File: src/sv/i2cstm_pkg.sv
package i2cstm_pkg;

   localparam int QUEUE_DEPTH_DEFAULT = 2;

   localparam int CSR_INDEX_W = 1;
   localparam int CSR_DATA_W  = 16;

   localparam logic [CSR_INDEX_W-1:0] REG_DEVICE_ADDRESS    = 1'd0;
   localparam logic [CSR_INDEX_W-1:0] REG_ACK_TIMEOUT_TICKS = 1'd1;

   localparam logic [6:0]  DEVICE_ADDRESS_RESET = 7'd45;
   localparam logic [15:0] ACK_TIMEOUT_RESET    = 16'd250;

   typedef enum logic [1:0] {
      CMD_TICK  = 2'd0,
      CMD_PROBE = 2'd1,
      CMD_WRITE = 2'd2,
      CMD_READ  = 2'd3
   } cmd_type;

   typedef struct packed {
      cmd_type    cmd;
      logic [7:0] reg_addr;
      logic [7:0] wr_data;
      logic       sda_in;
   } item_type;

endpackage

File: src/sv/i2cstm_if.sv
interface i2cstm_req_if;
   logic       valid;
   logic       ready;
   logic [1:0] cmd;
   logic [7:0] reg_addr;
   logic [7:0] wr_data;
   logic       sda_in;

   modport source (output valid, cmd, reg_addr, wr_data, sda_in, input ready);
   modport sink (input valid, cmd, reg_addr, wr_data, sda_in, output ready);
endinterface

interface i2cstm_rsp_if;
   logic        valid;
   logic        ready;
   logic        scl_out;
   logic        sda_pull_low;
   logic        busy_res;
   logic        done_res;
   logic        failed;
   logic [1:0]  fail_stage;
   logic [15:0] raw_echo;
   logic [20:0] distance_mcm;

   modport source (output valid, scl_out, sda_pull_low, busy_res, done_res, failed,
                   fail_stage, raw_echo, distance_mcm, input ready);
   modport sink (input valid, scl_out, sda_pull_low, busy_res, done_res, failed,
                 fail_stage, raw_echo, distance_mcm, output ready);
endinterface

interface i2cstm_csr_if;
   logic                               valid;
   logic                               ready;
   logic [i2cstm_pkg::CSR_INDEX_W-1:0] index;
   logic [i2cstm_pkg::CSR_DATA_W-1:0]  data;

   modport source (output valid, index, data, input ready);
   modport sink (input valid, index, data, output ready);
endinterface

File: src/sv/i2cstm_front.sv
module i2cstm_front #(
   parameter int QUEUE_DEPTH = i2cstm_pkg::QUEUE_DEPTH_DEFAULT
) (
   input  logic                 clock,
   input  logic                 reset,
   i2cstm_req_if.sink           req_ch,
   output logic                 item_valid,
   input  logic                 item_ready,
   output i2cstm_pkg::item_type item
);

   localparam int PTR_W = (QUEUE_DEPTH > 1) ? $clog2(QUEUE_DEPTH) : 1;
   localparam int CNT_W = $clog2(QUEUE_DEPTH + 1);

   i2cstm_pkg::item_type queue_ff [QUEUE_DEPTH];
   logic [PTR_W-1:0] wr_ptr_ff, wr_ptr_in;
   logic [PTR_W-1:0] rd_ptr_ff, rd_ptr_in;
   logic [CNT_W-1:0] count_ff, count_in;
   logic             push;
   logic             pop;
   i2cstm_pkg::item_type classified;

   // decode the incoming word into a command kind
   always_comb begin
      classified.reg_addr = req_ch.reg_addr;
      classified.wr_data  = req_ch.wr_data;
      classified.sda_in   = req_ch.sda_in;
      case (i2cstm_pkg::cmd_type'(req_ch.cmd))
         i2cstm_pkg::CMD_PROBE: classified.cmd = i2cstm_pkg::CMD_PROBE;
         i2cstm_pkg::CMD_WRITE: classified.cmd = i2cstm_pkg::CMD_WRITE;
         i2cstm_pkg::CMD_READ:  classified.cmd = i2cstm_pkg::CMD_READ;
         default:               classified.cmd = i2cstm_pkg::CMD_TICK;
      endcase
   end

   assign req_ch.ready = (count_ff < CNT_W'(QUEUE_DEPTH));
   assign push         = req_ch.valid && req_ch.ready;
   assign item_valid   = (count_ff != '0);
   assign pop          = item_valid && item_ready;
   assign item         = queue_ff[rd_ptr_ff];

   always_comb begin
      wr_ptr_in = wr_ptr_ff;
      rd_ptr_in = rd_ptr_ff;
      count_in  = count_ff;
      if (push) begin
         wr_ptr_in = (wr_ptr_ff == PTR_W'(QUEUE_DEPTH - 1)) ? '0 : wr_ptr_ff + 1'b1;
      end
      if (pop) begin
         rd_ptr_in = (rd_ptr_ff == PTR_W'(QUEUE_DEPTH - 1)) ? '0 : rd_ptr_ff + 1'b1;
      end
      if (push && !pop) begin
         count_in = count_ff + 1'b1;
      end else if (pop && !push) begin
         count_in = count_ff - 1'b1;
      end
   end

   always_ff @(posedge clock) begin
      if (reset) begin
         wr_ptr_ff <= '0;
         rd_ptr_ff <= '0;
         count_ff  <= '0;
      end else begin
         wr_ptr_ff <= wr_ptr_in;
         rd_ptr_ff <= rd_ptr_in;
         count_ff  <= count_in;
      end
   end

   always_ff @(posedge clock) begin
      if (push) begin
         queue_ff[wr_ptr_ff] <= classified;
      end
   end

endmodule

File: src/sv/i2cstm_back.sv
module i2cstm_back (
   input  logic                 clock,
   input  logic                 reset,
   input  logic                 item_valid,
   output logic                 item_ready,
   input  i2cstm_pkg::item_type item,
   i2cstm_csr_if.sink           csr_ch,
   i2cstm_rsp_if.source         rsp_ch
);

   typedef enum logic [15:0] {
      PH_IDLE  = 16'h0001,
      PH_START = 16'h0002,
      PH_TXL   = 16'h0004,
      PH_TXH   = 16'h0008,
      PH_AKL   = 16'h0010,
      PH_AKH   = 16'h0020,
      PH_RXL   = 16'h0040,
      PH_RXH   = 16'h0080,
      PH_MAL   = 16'h0100,
      PH_MAH   = 16'h0200,
      PH_SPL   = 16'h0400,
      PH_SPH   = 16'h0800,
      PH_SPE   = 16'h1000,
      PH_FSL   = 16'h2000,
      PH_FSH   = 16'h4000,
      PH_FSE   = 16'h8000
   } phase_type;

   phase_type           phase_ff, phase_in;
   logic [2:0]          bit_count_ff, bit_count_in;
   logic [7:0]          shift_byte_ff, shift_byte_in;
   logic [1:0]          byte_index_ff, byte_index_in;
   logic [15:0]         ack_wait_ff, ack_wait_in;
   logic [15:0]         read_buf_ff, read_buf_in;
   i2cstm_pkg::cmd_type kind_ff, kind_in;
   logic [7:0]          lat_reg_ff, lat_reg_in;
   logic [7:0]          lat_data_ff, lat_data_in;
   logic [6:0]          dev_addr_ff;
   logic [15:0]         timeout_ff;

   logic        rsp_valid_ff;
   logic        scl_ff, scl_in;
   logic        pull_ff, pull_in;
   logic        busy_ff, busy_in;
   logic        done_ff, done_in;
   logic        fail_ff, fail_in;
   logic [1:0]  stage_ff, stage_in;
   logic [15:0] raw_ff, raw_in;
   logic [20:0] dist_ff, dist_in;

   logic        step;
   logic [16:0] poll_next;
   logic [1:0]  next_index;

   assign item_ready = !rsp_valid_ff || rsp_ch.ready;
   assign step       = item_valid && item_ready;
   assign poll_next  = {1'b0, ack_wait_ff} + 17'd1;
   assign next_index = byte_index_ff + 2'd1;

   always_comb begin
      phase_in      = phase_ff;
      bit_count_in  = bit_count_ff;
      shift_byte_in = shift_byte_ff;
      byte_index_in = byte_index_ff;
      ack_wait_in   = ack_wait_ff;
      read_buf_in   = read_buf_ff;
      kind_in       = kind_ff;
      lat_reg_in    = lat_reg_ff;
      lat_data_in   = lat_data_ff;
      scl_in        = 1'b1;
      pull_in       = 1'b0;
      busy_in       = 1'b1;
      done_in       = 1'b0;
      fail_in       = 1'b0;
      stage_in      = 2'd0;
      raw_in        = 16'd0;
      dist_in       = 21'd0;
      case (phase_ff)
         PH_IDLE: begin
            busy_in = 1'b0;
            if (item.cmd != i2cstm_pkg::CMD_TICK) begin
               kind_in       = item.cmd;
               lat_reg_in    = item.reg_addr;
               lat_data_in   = item.wr_data;
               byte_index_in = 2'd0;
               bit_count_in  = 3'd0;
               read_buf_in   = 16'd0;
               ack_wait_in   = 16'd0;
               shift_byte_in = {dev_addr_ff, (item.cmd == i2cstm_pkg::CMD_READ)};
               pull_in       = 1'b1;
               busy_in       = 1'b1;
               phase_in      = PH_START;
            end
         end
         PH_START: begin
            scl_in   = 1'b0;
            pull_in  = 1'b1;
            phase_in = PH_TXL;
         end
         PH_TXL: begin
            scl_in   = 1'b0;
            pull_in  = !shift_byte_ff[7];
            phase_in = PH_TXH;
         end
         PH_TXH: begin
            pull_in       = !shift_byte_ff[7];
            shift_byte_in = {shift_byte_ff[6:0], 1'b0};
            bit_count_in  = bit_count_ff + 3'd1;
            phase_in      = (bit_count_ff == 3'd7) ? PH_AKL : PH_TXL;
         end
         PH_AKL: begin
            scl_in      = 1'b0;
            ack_wait_in = 16'd0;
            phase_in    = PH_AKH;
         end
         PH_AKH: begin
            if (item.sda_in) begin
               if (poll_next > {1'b0, timeout_ff}) begin
                  phase_in = PH_FSL;
               end else begin
                  ack_wait_in = poll_next[15:0];
               end
            end else if (kind_ff == i2cstm_pkg::CMD_READ) begin
               bit_count_in = 3'd0;
               phase_in     = PH_RXL;
            end else if (kind_ff == i2cstm_pkg::CMD_WRITE && byte_index_ff < 2'd2) begin
               byte_index_in = next_index;
               shift_byte_in = (next_index == 2'd1) ? lat_reg_ff : lat_data_ff;
               phase_in      = PH_TXL;
            end else begin
               phase_in = PH_SPL;
            end
         end
         PH_RXL: begin
            scl_in   = 1'b0;
            phase_in = PH_RXH;
         end
         PH_RXH: begin
            read_buf_in  = {read_buf_ff[14:0], item.sda_in};
            bit_count_in = bit_count_ff + 3'd1;
            if (bit_count_ff == 3'd7) begin
               byte_index_in = next_index;
               phase_in      = PH_MAL;
            end else begin
               phase_in = PH_RXL;
            end
         end
         PH_MAL: begin
            scl_in   = 1'b0;
            pull_in  = (byte_index_ff == 2'd1);
            phase_in = PH_MAH;
         end
         PH_MAH: begin
            pull_in  = (byte_index_ff == 2'd1);
            phase_in = (byte_index_ff == 2'd1) ? PH_RXL : PH_SPL;
         end
         PH_SPL: begin
            scl_in   = 1'b0;
            pull_in  = 1'b1;
            phase_in = PH_SPH;
         end
         PH_FSL: begin
            scl_in   = 1'b0;
            pull_in  = 1'b1;
            phase_in = PH_FSH;
         end
         PH_SPH: begin
            pull_in  = 1'b1;
            phase_in = PH_SPE;
         end
         PH_FSH: begin
            pull_in  = 1'b1;
            phase_in = PH_FSE;
         end
         PH_SPE: begin
            busy_in = 1'b0;
            done_in = 1'b1;
            if (kind_ff == i2cstm_pkg::CMD_READ) begin
               raw_in  = read_buf_ff;
               // times 17 as times 16 plus one
               dist_in = {1'b0, read_buf_ff, 4'd0} + {5'd0, read_buf_ff};
            end
            phase_in = PH_IDLE;
         end
         PH_FSE: begin
            busy_in  = 1'b0;
            done_in  = 1'b1;
            fail_in  = 1'b1;
            stage_in = byte_index_ff;
            phase_in = PH_IDLE;
         end
         default: begin
            busy_in  = 1'b0;
            phase_in = PH_IDLE;
         end
      endcase
   end

   assign csr_ch.ready = 1'b1;

   always_ff @(posedge clock) begin
      if (reset) begin
         dev_addr_ff <= i2cstm_pkg::DEVICE_ADDRESS_RESET;
         timeout_ff  <= i2cstm_pkg::ACK_TIMEOUT_RESET;
      end else if (csr_ch.valid) begin
         case (csr_ch.index)
            i2cstm_pkg::REG_DEVICE_ADDRESS:    dev_addr_ff <= csr_ch.data[6:0];
            i2cstm_pkg::REG_ACK_TIMEOUT_TICKS: timeout_ff  <= csr_ch.data;
            default: ;
         endcase
      end
   end

   always_ff @(posedge clock) begin
      if (reset) begin
         phase_ff      <= PH_IDLE;
         bit_count_ff  <= '0;
         shift_byte_ff <= '0;
         byte_index_ff <= '0;
         ack_wait_ff   <= '0;
         read_buf_ff   <= '0;
         kind_ff       <= i2cstm_pkg::CMD_TICK;
         lat_reg_ff    <= '0;
         lat_data_ff   <= '0;
         rsp_valid_ff  <= 1'b0;
      end else begin
         if (step) begin
            phase_ff      <= phase_in;
            bit_count_ff  <= bit_count_in;
            shift_byte_ff <= shift_byte_in;
            byte_index_ff <= byte_index_in;
            ack_wait_ff   <= ack_wait_in;
            read_buf_ff   <= read_buf_in;
            kind_ff       <= kind_in;
            lat_reg_ff    <= lat_reg_in;
            lat_data_ff   <= lat_data_in;
         end
         if (item_ready) begin
            rsp_valid_ff <= item_valid;
         end
      end
   end

   // result word register
   always_ff @(posedge clock) begin
      if (step) begin
         scl_ff   <= scl_in;
         pull_ff  <= pull_in;
         busy_ff  <= busy_in;
         done_ff  <= done_in;
         fail_ff  <= fail_in;
         stage_ff <= stage_in;
         raw_ff   <= raw_in;
         dist_ff  <= dist_in;
      end
   end

   assign rsp_ch.valid        = rsp_valid_ff;
   assign rsp_ch.scl_out      = scl_ff;
   assign rsp_ch.sda_pull_low = pull_ff;
   assign rsp_ch.busy_res     = busy_ff;
   assign rsp_ch.done_res     = done_ff;
   assign rsp_ch.failed       = fail_ff;
   assign rsp_ch.fail_stage   = stage_ff;
   assign rsp_ch.raw_echo     = raw_ff;
   assign rsp_ch.distance_mcm = dist_ff;

endmodule

File: src/sv/i2c_sensor_transaction_master.sv
// a request word passes through the request queue, then its answer through the result word register
// throughput: one word per cycle while rsp_ch does not stall, set by the single bus-step state machine in the back end
// the request queue between front and back holds QUEUE_DEPTH words
// reset: synchronous, active high; bus idle, queue empty, address 45, ack timeout 250
module i2c_sensor_transaction_master #(
   parameter int QUEUE_DEPTH = i2cstm_pkg::QUEUE_DEPTH_DEFAULT
) (
   input logic           clock,
   input logic           reset,
   i2cstm_req_if.sink    req_ch,
   i2cstm_rsp_if.source  rsp_ch,
   i2cstm_csr_if.sink    csr_ch
);

   logic                 item_valid;
   logic                 item_ready;
   i2cstm_pkg::item_type item;

   i2cstm_front #(
      .QUEUE_DEPTH(QUEUE_DEPTH)
   ) u_front (
      .clock      (clock),
      .reset      (reset),
      .req_ch     (req_ch),
      .item_valid (item_valid),
      .item_ready (item_ready),
      .item       (item)
   );

   i2cstm_back u_back (
      .clock      (clock),
      .reset      (reset),
      .item_valid (item_valid),
      .item_ready (item_ready),
      .item       (item),
      .csr_ch     (csr_ch),
      .rsp_ch     (rsp_ch)
   );

endmodule
File: src/flat_wrapper.sv
// flat-port wrapper written by rule: the top's interface ports become plain ports
module i2c_sensor_transaction_master_flat 
#(
   parameter int QUEUE_DEPTH = i2cstm_pkg::QUEUE_DEPTH_DEFAULT
)
  (clock, reset, req_ch_valid, req_ch_cmd, req_ch_reg_addr, req_ch_wr_data, req_ch_sda_in, req_ch_ready, rsp_ch_valid, rsp_ch_scl_out, rsp_ch_sda_pull_low, rsp_ch_busy_res, rsp_ch_done_res, rsp_ch_failed, rsp_ch_fail_stage, rsp_ch_raw_echo, rsp_ch_distance_mcm, rsp_ch_ready, csr_ch_valid, csr_ch_index, csr_ch_data, csr_ch_ready);
  i2cstm_req_if req_ch_i ();
  i2cstm_rsp_if rsp_ch_i ();
  i2cstm_csr_if csr_ch_i ();
  input logic clock;
  input logic reset;
  input wire logic [$bits(req_ch_i.valid)-1:0] req_ch_valid;
  input wire logic [$bits(req_ch_i.cmd)-1:0] req_ch_cmd;
  input wire logic [$bits(req_ch_i.reg_addr)-1:0] req_ch_reg_addr;
  input wire logic [$bits(req_ch_i.wr_data)-1:0] req_ch_wr_data;
  input wire logic [$bits(req_ch_i.sda_in)-1:0] req_ch_sda_in;
  output wire logic [$bits(req_ch_i.ready)-1:0] req_ch_ready;
  output wire logic [$bits(rsp_ch_i.valid)-1:0] rsp_ch_valid;
  output wire logic [$bits(rsp_ch_i.scl_out)-1:0] rsp_ch_scl_out;
  output wire logic [$bits(rsp_ch_i.sda_pull_low)-1:0] rsp_ch_sda_pull_low;
  output wire logic [$bits(rsp_ch_i.busy_res)-1:0] rsp_ch_busy_res;
  output wire logic [$bits(rsp_ch_i.done_res)-1:0] rsp_ch_done_res;
  output wire logic [$bits(rsp_ch_i.failed)-1:0] rsp_ch_failed;
  output wire logic [$bits(rsp_ch_i.fail_stage)-1:0] rsp_ch_fail_stage;
  output wire logic [$bits(rsp_ch_i.raw_echo)-1:0] rsp_ch_raw_echo;
  output wire logic [$bits(rsp_ch_i.distance_mcm)-1:0] rsp_ch_distance_mcm;
  input wire logic [$bits(rsp_ch_i.ready)-1:0] rsp_ch_ready;
  input wire logic [$bits(csr_ch_i.valid)-1:0] csr_ch_valid;
  input wire logic [$bits(csr_ch_i.index)-1:0] csr_ch_index;
  input wire logic [$bits(csr_ch_i.data)-1:0] csr_ch_data;
  output wire logic [$bits(csr_ch_i.ready)-1:0] csr_ch_ready;
  assign req_ch_i.valid = req_ch_valid;
  assign req_ch_i.cmd = req_ch_cmd;
  assign req_ch_i.reg_addr = req_ch_reg_addr;
  assign req_ch_i.wr_data = req_ch_wr_data;
  assign req_ch_i.sda_in = req_ch_sda_in;
  assign req_ch_ready = req_ch_i.ready;
  assign rsp_ch_valid = rsp_ch_i.valid;
  assign rsp_ch_scl_out = rsp_ch_i.scl_out;
  assign rsp_ch_sda_pull_low = rsp_ch_i.sda_pull_low;
  assign rsp_ch_busy_res = rsp_ch_i.busy_res;
  assign rsp_ch_done_res = rsp_ch_i.done_res;
  assign rsp_ch_failed = rsp_ch_i.failed;
  assign rsp_ch_fail_stage = rsp_ch_i.fail_stage;
  assign rsp_ch_raw_echo = rsp_ch_i.raw_echo;
  assign rsp_ch_distance_mcm = rsp_ch_i.distance_mcm;
  assign rsp_ch_i.ready = rsp_ch_ready;
  assign csr_ch_i.valid = csr_ch_valid;
  assign csr_ch_i.index = csr_ch_index;
  assign csr_ch_i.data = csr_ch_data;
  assign csr_ch_ready = csr_ch_i.ready;
  i2c_sensor_transaction_master #(.QUEUE_DEPTH(QUEUE_DEPTH)) u_core (.clock(clock), .reset(reset), .req_ch(req_ch_i), .rsp_ch(rsp_ch_i), .csr_ch(csr_ch_i));
endmodule
File: config.mk
export PLATFORM = sky130hd
export DESIGN_NAME = i2c_sensor_transaction_master_flat
export DESIGN_NICKNAME = d
export VERILOG_FILES = /design/src/sv/i2cstm_pkg.sv /design/src/sv/i2cstm_if.sv /design/src/sv/i2cstm_front.sv /design/src/sv/i2cstm_back.sv /design/src/sv/i2c_sensor_transaction_master.sv /design/src/flat_wrapper.sv
export SDC_FILE = /design/constraint.sdc
export NUM_CORES = 1
export LEC_CHECK = 0
export ABC_CLOCK_PERIOD_IN_PS = 4050
export BUFFER_PORTS_ARGS = -buffer_cell sky130_fd_sc_hd__buf_2
export CORE_AREA = 2 2 137 139
export CTS_CLUSTER_SIZE = 28
export DETAILED_ROUTE_END_ITERATION = 7
export DIE_AREA = 0 0 139 141
export HOLD_SLACK_MARGIN = 0.02
export MAX_ROUTING_LAYER = met4
export PLACE_DENSITY = 0.81
export RECOVER_POWER = 50
export SKIP_CTS_REPAIR_TIMING = 1
export SYNTH_ARGS = -nofsm -noshare
export SYNTH_HDL_FRONTEND = slang
export SYNTH_SLANG_ARGS = --single-unit
File: constraint.sdc
create_clock -name clock -period 4.05 [get_ports clock]
set_input_delay 0.405 -clock clock [delete_from_list [all_inputs] [get_ports clock]]
set_output_delay 0.405 -clock clock [all_outputs]
set_load 0.03 [all_outputs]
Yosys cells after proc, flatten, opt, wreduce, memory -nomap -nowiden
Memories as Yosys holds them, arrays and structs flattened. A register that Yosys moved wholly into a read port is not among the register bits.
Index checks and enable logic that the tools add are counted.
{"block": "word_totals", "regBits": 151, "mem_bits_rw": 38, "inputBits": 41, "out_inout_bits": 47, "word_cells": 150, "n_memories": 1}
{"block": "op_classes", "n_addsub": 8, "order_cmp": 3, "n_eq_ne": 34, "muxes": 45, "n_bitwise": 1, "reduce_logical": 35}
{"name": "u_core.u_front.queue_ff", "words": 2, "width": 19, "rd": 1, "rd_clocked_by_memory_dff": 1, "write_ports": 1, "line": "i2cstm_front.sv:15", "text": "i2cstm_pkg::item_type queue_ff [QUEUE_DEPTH];"}
{"operator": "case mux 16 bit (14 select lines)", "n": 1}
{"operator": "two-way mux 16 bit", "n": 6}
{"operator": "case mux 16 bit (3 select lines)", "n": 1}
{"operator": "two-way mux 8 bit", "n": 5}
{"operator": "two-way mux 11 bit", "n": 3}
{"operator": "case mux 16 bit (2 select lines)", "n": 1}
{"operator": "case mux 8 bit (3 select lines)", "n": 1}
{"operator": "adder 20 x 16 -> 21 bit", "n": 1}
{"operator": "adder 16 x 1 -> 17 bit, second input constant", "n": 1}
{"operator": "greater-than comparator 17 x 16 -> 1 bit", "n": 1}
{"operator": "equality test 16 x 1 -> 1 bit, second input constant", "n": 1}
{"operator": "equality test 16 x 10 -> 1 bit, second input constant", "n": 1}
{"operator": "equality test 16 x 11 -> 1 bit, second input constant", "n": 1}
{"operator": "equality test 16 x 12 -> 1 bit, second input constant", "n": 1}
{"operator": "equality test 16 x 13 -> 1 bit, second input constant", "n": 1}
{"operator": "equality test 16 x 14 -> 1 bit, second input constant", "n": 1}
{"operator": "equality test 16 x 15 -> 1 bit, second input constant", "n": 1}
{"operator": "equality test 16 bit, second input constant", "n": 1}
{"operator": "equality test 16 x 2 -> 1 bit, second input constant", "n": 1}
{"operator": "equality test 16 x 3 -> 1 bit, second input constant", "n": 1}
{"operator": "equality test 16 x 4 -> 1 bit, second input constant", "n": 1}
{"operator": "equality test 16 x 5 -> 1 bit, second input constant", "n": 1}
{"operator": "equality test 16 x 6 -> 1 bit, second input constant", "n": 1}
{"operator": "equality test 16 x 7 -> 1 bit, second input constant", "n": 1}
{"operator": "36 further kinds", "n": 91}

Logic depth before layout (Yosys ltp)
{"block": "depth", "ltp_word": 7, "mapped_depth": 15, "depth_no_buf": 14}

By module
A second synthesis with hierarchy kept.
{"block": "hier_totals", "cells_unflattened": 853, "area_unflattened_um2": 8873.5}
{"mod": "i2cstm_back", "instances": 1, "cells_each": 769, "area_per_inst_um2": 7280.7, "seq_area_each_um2": 3263.1}
{"mod": "i2cstm_front", "instances": 1, "cells_each": 84, "area_per_inst_um2": 1592.8, "seq_area_each_um2": 1241.2}

Least setup slack after synthesis
No wires, ideal clock.
{"block": "synth_path", "path_kind": "flip-flop to flip-flop", "startpoint": "register u_core.u_back.rsp_valid_ff (netlist: u_core.u_back.rsp_ch.valid)", "endpoint": "register u_core.u_back.ack_wait_ff[0]", "setup_ns": 0.121, "arrival_time_ns": 3.689, "required_time_ns": 3.929, "slack_ns": 0.239, "path_stages_with_launch": 10, "path_buffers": 2, "synth_period_minus_slack_ns": 3.811, "path_cell_list": "dfxtp_1 -> nand2b_1 -> o21a_1 -> clkbuf_1 -> o21ai_1 -> a31o_4 -> a2111o_1 -> and2_4 -> buf_6 -> mux2_4"}
{"block": "synth_via", "elab_chain_cells": 4}
{"element": "start: declaration", "line": "i2cstm_back.sv:42", "text": "logic rsp_valid_ff;"}
{"element": "start signal: assignment", "line": "i2cstm_back.sv:240", "text": "rsp_valid_ff <= item_valid;"}
{"element": "zero test 1 bit", "line": "i2cstm_back.sv:56", "text": "assign item_ready = !rsp_valid_ff || rsp_ch.ready;"}
{"element": "logical OR 1 bit", "line": "i2cstm_back.sv:56"}
{"element": "logical AND 1 bit", "line": "i2cstm_back.sv:57", "text": "assign step = item_valid && item_ready;"}
{"element": "net u_core.u_back.step", "line": "i2cstm_back.sv:52", "text": "logic step;"}
{"element": "AND reduction 5 bit (no line)"}
{"element": "end signal: assignment", "line": "i2cstm_back.sv:233", "text": "ack_wait_ff <= ack_wait_in;"}
{"element": "end: declaration", "line": "i2cstm_back.sv:34", "text": "logic [15:0] ack_wait_ff, ack_wait_in;"}
The timed path passes the listed nets, and every way through them passes these cells.
A chain may end at the register's enable or synchronous reset.

Final worst setup path
{"block": "layout_path", "startpoint": "register u_core.u_back.ack_wait_ff[0]", "endpoint": "register u_core.u_back.ack_wait_ff[0]"}
{"block": "layout_via", "elab_chain_cells": 4, "elab_cells_between_ends": 7, "classes_between": "add/sub: 1; order compare: 1; eq/ne: 1; mux: 3; reduce/logical: 1"}
{"element": "adder 16 x 1 -> 17 bit (*)", "line": "i2cstm_back.sv:58", "text": "assign poll_next = {1'b0, ack_wait_ff} + 17'd1;"}
{"element": "greater-than comparator 17 x 16 -> 1 bit or two-way mux 16 bit (tied branches)", "line": "i2cstm_back.sv:119", "text": "if (poll_next > {1'b0, timeout_ff}) begin"}
{"element": "!= test 2 bit (no line) or two-way mux 16 bit (tied branches)"}
{"element": "AND reduction 5 bit (no line) or case mux 16 bit (3 select lines) (tied branches)"}
Every way passes the cells marked *; elsewhere a longest branch is shown, timed or not. The select of a mux whose other input is x is not followed.

==> metrics.cfg <==
[power_and_ir_drop]
clkPwrFrac_pct=27.8
switching_power_mw=2.14
p_comb_share_pct=27.8
pwr-share-seq_pct=44.4
ir_drop_v=0.000408
switching_share_pct=36.7
internal_power_mw=3.68
leakage_nw=3.79
pwr_density_cell_mw_per_mm2=583

[logic_synthesis]
synth_edf_count=78
yosysSeqAreaShare_pct=50.9
synth_top_area_share_pct=26.5
syn-cell-area_mm2=0.00885
synth_area_leader_cell=edfxtp_1
netlist_instances=899
synth_area_leaders=edfxtp_1 26%, dfxtp_1 24%, ha_1 4.8%, nor2_1 3.8%, nand2_1 3.6%
synth.distinct_cells=70
avgSynthCellArea_um2=9.85
ys_ff_latch=186
dominantRegCellSynth=dfxtp_1
synth_fp_nets=975
async_flop_share_pct=0
yosysWarnings=0

[status]
status=complete, but fails checks
violations=max-capacitance violations, max-slew violations

[cts]
numCtsBuffers=17
clkTransAtPathRegs_ns=0.07
clkLatencyLatePin_ns=0.44
clock_tree.buffer_depth=2
cts_tree=built
htreeDepth=4
clock-sinks=186
cts_root_buf=clkbuf_16

[global_routing]
grt_pass1_vias=6158
grt_pass1_wl_um=30200
grt_use_total_pct=19.6
grt_max_degree=89
grt_remaining_overflow=0
antenna_found_initial=0

[sta]
finalClockSkew_ns=0.0125
fin_crit_sh_pct=92.8
setup_viol=0
slew-limit-headroom_pct=-27.8
period_minus_slack_ns=3.76
hold_viol=0
drv_slew=89
fin_tns_setup_ns=0
rsz0062_at_grt=no
fmax_ghz=0.266
hold_ws_ns=0.148
worst_slew_pin_slew_ns=1.92

[route]
ant_nets=0
drt_first_pass_iters=5
vias_per_cell=5.51
wl_um=18900
wire_per_inst_um=15.6
drt_iter0_markers=415
via_count=6702
drc=0

[finish]
diodes=0
finalNetCount=1045
area_growth_pct=12.7
nFillCells=1639
layout.area.seq_mm2=0.00450
final_util_pct=54.6
multi_input_area_mm2=0.00403
layout-drive-gt1-share_pct=9.78

[die]
die_w_um=139
die-area_mm2=0.0196
die_y_um=141
io_pins=88
start_util_pct=48.5
core_area_mm2=0.0183
rows=50

[critical_path]
crit_arrival_ns=4.09
endpoint_kind=flop
r2r-start=u_core.u_back.ack_wait_ff[0]
critPathKind=reg -> reg
required_ns=4.38
r2r.worst_path.cells=13
crit_path_start_kind=flop
r2r_slack_ns=0.29
crit_fanout=9
worst_r2r_endpoint=u_core.u_back.ack_wait_ff[0]

[job]
cap_violations=1

[placement]
io_buffers=86
dp_hpwl_um=13000
gp_congestion=0.937

[hold_path]
hold_depth=1
holdPathEnd=u_core.u_front.queue_ff[1][3]
min_from=req_ch_wr_data[2]
min_path_type=in -> reg

[metrics by stage]
step | std cells | worst slack, ns | area, um^2 | total power, mW
6_report | 1216 | 0.291 | 9980 | 5.82
3_3_place_gp | 1183 | 0.409 | 9460 | 4.24
3_5_place_dp | 1183 | 0.243 | 9460 | 4.29
5_1_grt | 1216 | 0.0540 | 9980 | 6.10
2_1_floorplan | 899 | 0.239 | 8850 | 3.86
4_1_cts | 1215 | 0.205 | 10000 | 5.90
[synthesized netlist by cell type, drive strengths merged (6+ instances only)]
library cell / instances
nand2b: 9
nor4: 10
inv: 30
xor2: 13
o21ai: 29
nand2: 84
a22o: 8
dfxtp: 108
clkbuf: 38
a21oi: 61
or2: 9
nand4: 7
and2: 24
or4: 6
and3: 13
ha: 34
xnor2: 12
nor3: 16
nor2b: 19
mux2i: 31
nor2: 90
buf: 10
edfxtp: 78
o211ai: 9
a211oi: 32
nand3: 45
[kinds of logic (layout without fill, tap and decap cells)]
logic type | Yosys count | count (layout) | share of synthesized area [%]
AND/OR/NAND/NOR | 354 | 354 | 20.1
AO/OA/AOI/OAI | 188 | 188 | 14.2
flip-flops | 186 | 186 | 50.9
buffers and inverters | 78 | 161 | 3.63
adder cells (fa/ha/maj) | 35 | 35 | 5.03
multiplexers | 32 | 32 | 3.67
XOR/XNOR | 25 | 25 | 2.47
other | 1 | 1 | 0.0424
[critical path: stages (launching register included)]
cell and delay, ns:
dfxtp_1 0.41, ha_1 0.21, nand3_1 0.13, nor2_2 0.20, nand3_1 0.15, and2_1 0.20
or2_2 0.29, ha_1 0.30, a21o_1 0.18, a221oi_1 0.35, o211ai_1 0.30, a2111o_1 0.49
and2_4 0.19, mux2_4 0.26
[layer usage]
layer  vias up  part of all wire, %  wire [um]  GRT usage [%]
met2       152                   48       9050           31.7
met3        28                  4.3        814           3.74
met5         -                    0          0              -
met1      3119                   46       8710           24.6
li1       3403                    -          -              -
met4         0                  2.0        371           7.28
[layout by cell type (no fill, tap or decap), types with 30 or more instances in the layout]
cell type | netlist | routed
a21oi_1 | 61 | 61
nand3_1 | 45 | 45
dfxtp_1 | 108 | 108
mux2i_1 | 31 | 31
nand2_1 | 84 | 84
edfxtp_1 | 78 | 78
inv_1 | 30 | 30
nor2_1 | 90 | 89
clkbuf_1 | 38 | 60
ha_1 | 34 | 34
a211oi_1 | 32 | 32
[power by group through the flow]
stage                     clock (mW)  sequential, mW  combinational, mW
final                           1.62            2.58               1.62
after global routing            1.71            2.63               1.76
after CTS                       1.64            2.58               1.68
after detailed placement           0            2.62               1.67
after global placement             0            2.60               1.64
after floorplan                    0            2.94              0.926
[cell type report]
cell class	instances	share of cell area [%]
clock buffers	18	4.30
repair buffers	99	4.50
multi-input cells	635	40.4
flip-flops and latches	186	45.1
inverters	30	1.13
well taps	234	2.93
clock inverters	14	1.60
[sequential cells by signal, indices dropped and copies added, names as in the netlist, 2 cells and up, named ones only]
signal and cells:
u_core.u_back.timeout_ff 16, u_core.u_back.lat_data_ff 8, u_core.u_front.count_ff 2, u_core.u_back.read_buf_ff 16
u_core.u_back.rsp_ch.raw_echo 16, u_core.u_back.dev_addr_ff 7, u_core.u_back.ack_wait_ff 16, u_core.u_front.queue_ff 38
u_core.u_back.rsp_ch.distance_mcm 17, u_core.u_back.lat_reg_ff 8, u_core.u_back.shift_byte_ff 8, u_core.u_back.rsp_ch.fail_stage 2
u_core.u_back.byte_index_ff 2, u_core.u_back.phase_ff 16, u_core.u_back.kind_ff 2, u_core.u_back.bit_count_ff 3
[worst max-delay path by stage]
| stage | start | endpoint | slack [ns] | cells past startpoint |
|---|---|---|---|---|
| floorplan | u_core.u_back.rsp_ch.valid | u_core.u_back.ack_wait_ff[0] | 0.24 | 9 |
| global placement | u_core.u_back.ack_wait_ff[0] | u_core.u_back.ack_wait_ff[0] | 0.41 | 13 |
| detailed placement | u_core.u_back.ack_wait_ff[0] | u_core.u_back.ack_wait_ff[0] | 0.24 | 13 |
| CTS | u_core.u_back.ack_wait_ff[0] | u_core.u_back.ack_wait_ff[0] | 0.21 | 13 |
| global route | u_core.u_back.ack_wait_ff[0] | u_core.u_back.ack_wait_ff[0] | 0.05 | 13 |
| finish | u_core.u_back.ack_wait_ff[0] | u_core.u_back.ack_wait_ff[0] | 0.29 | 13 |
(Power assumes the default switching activity.)
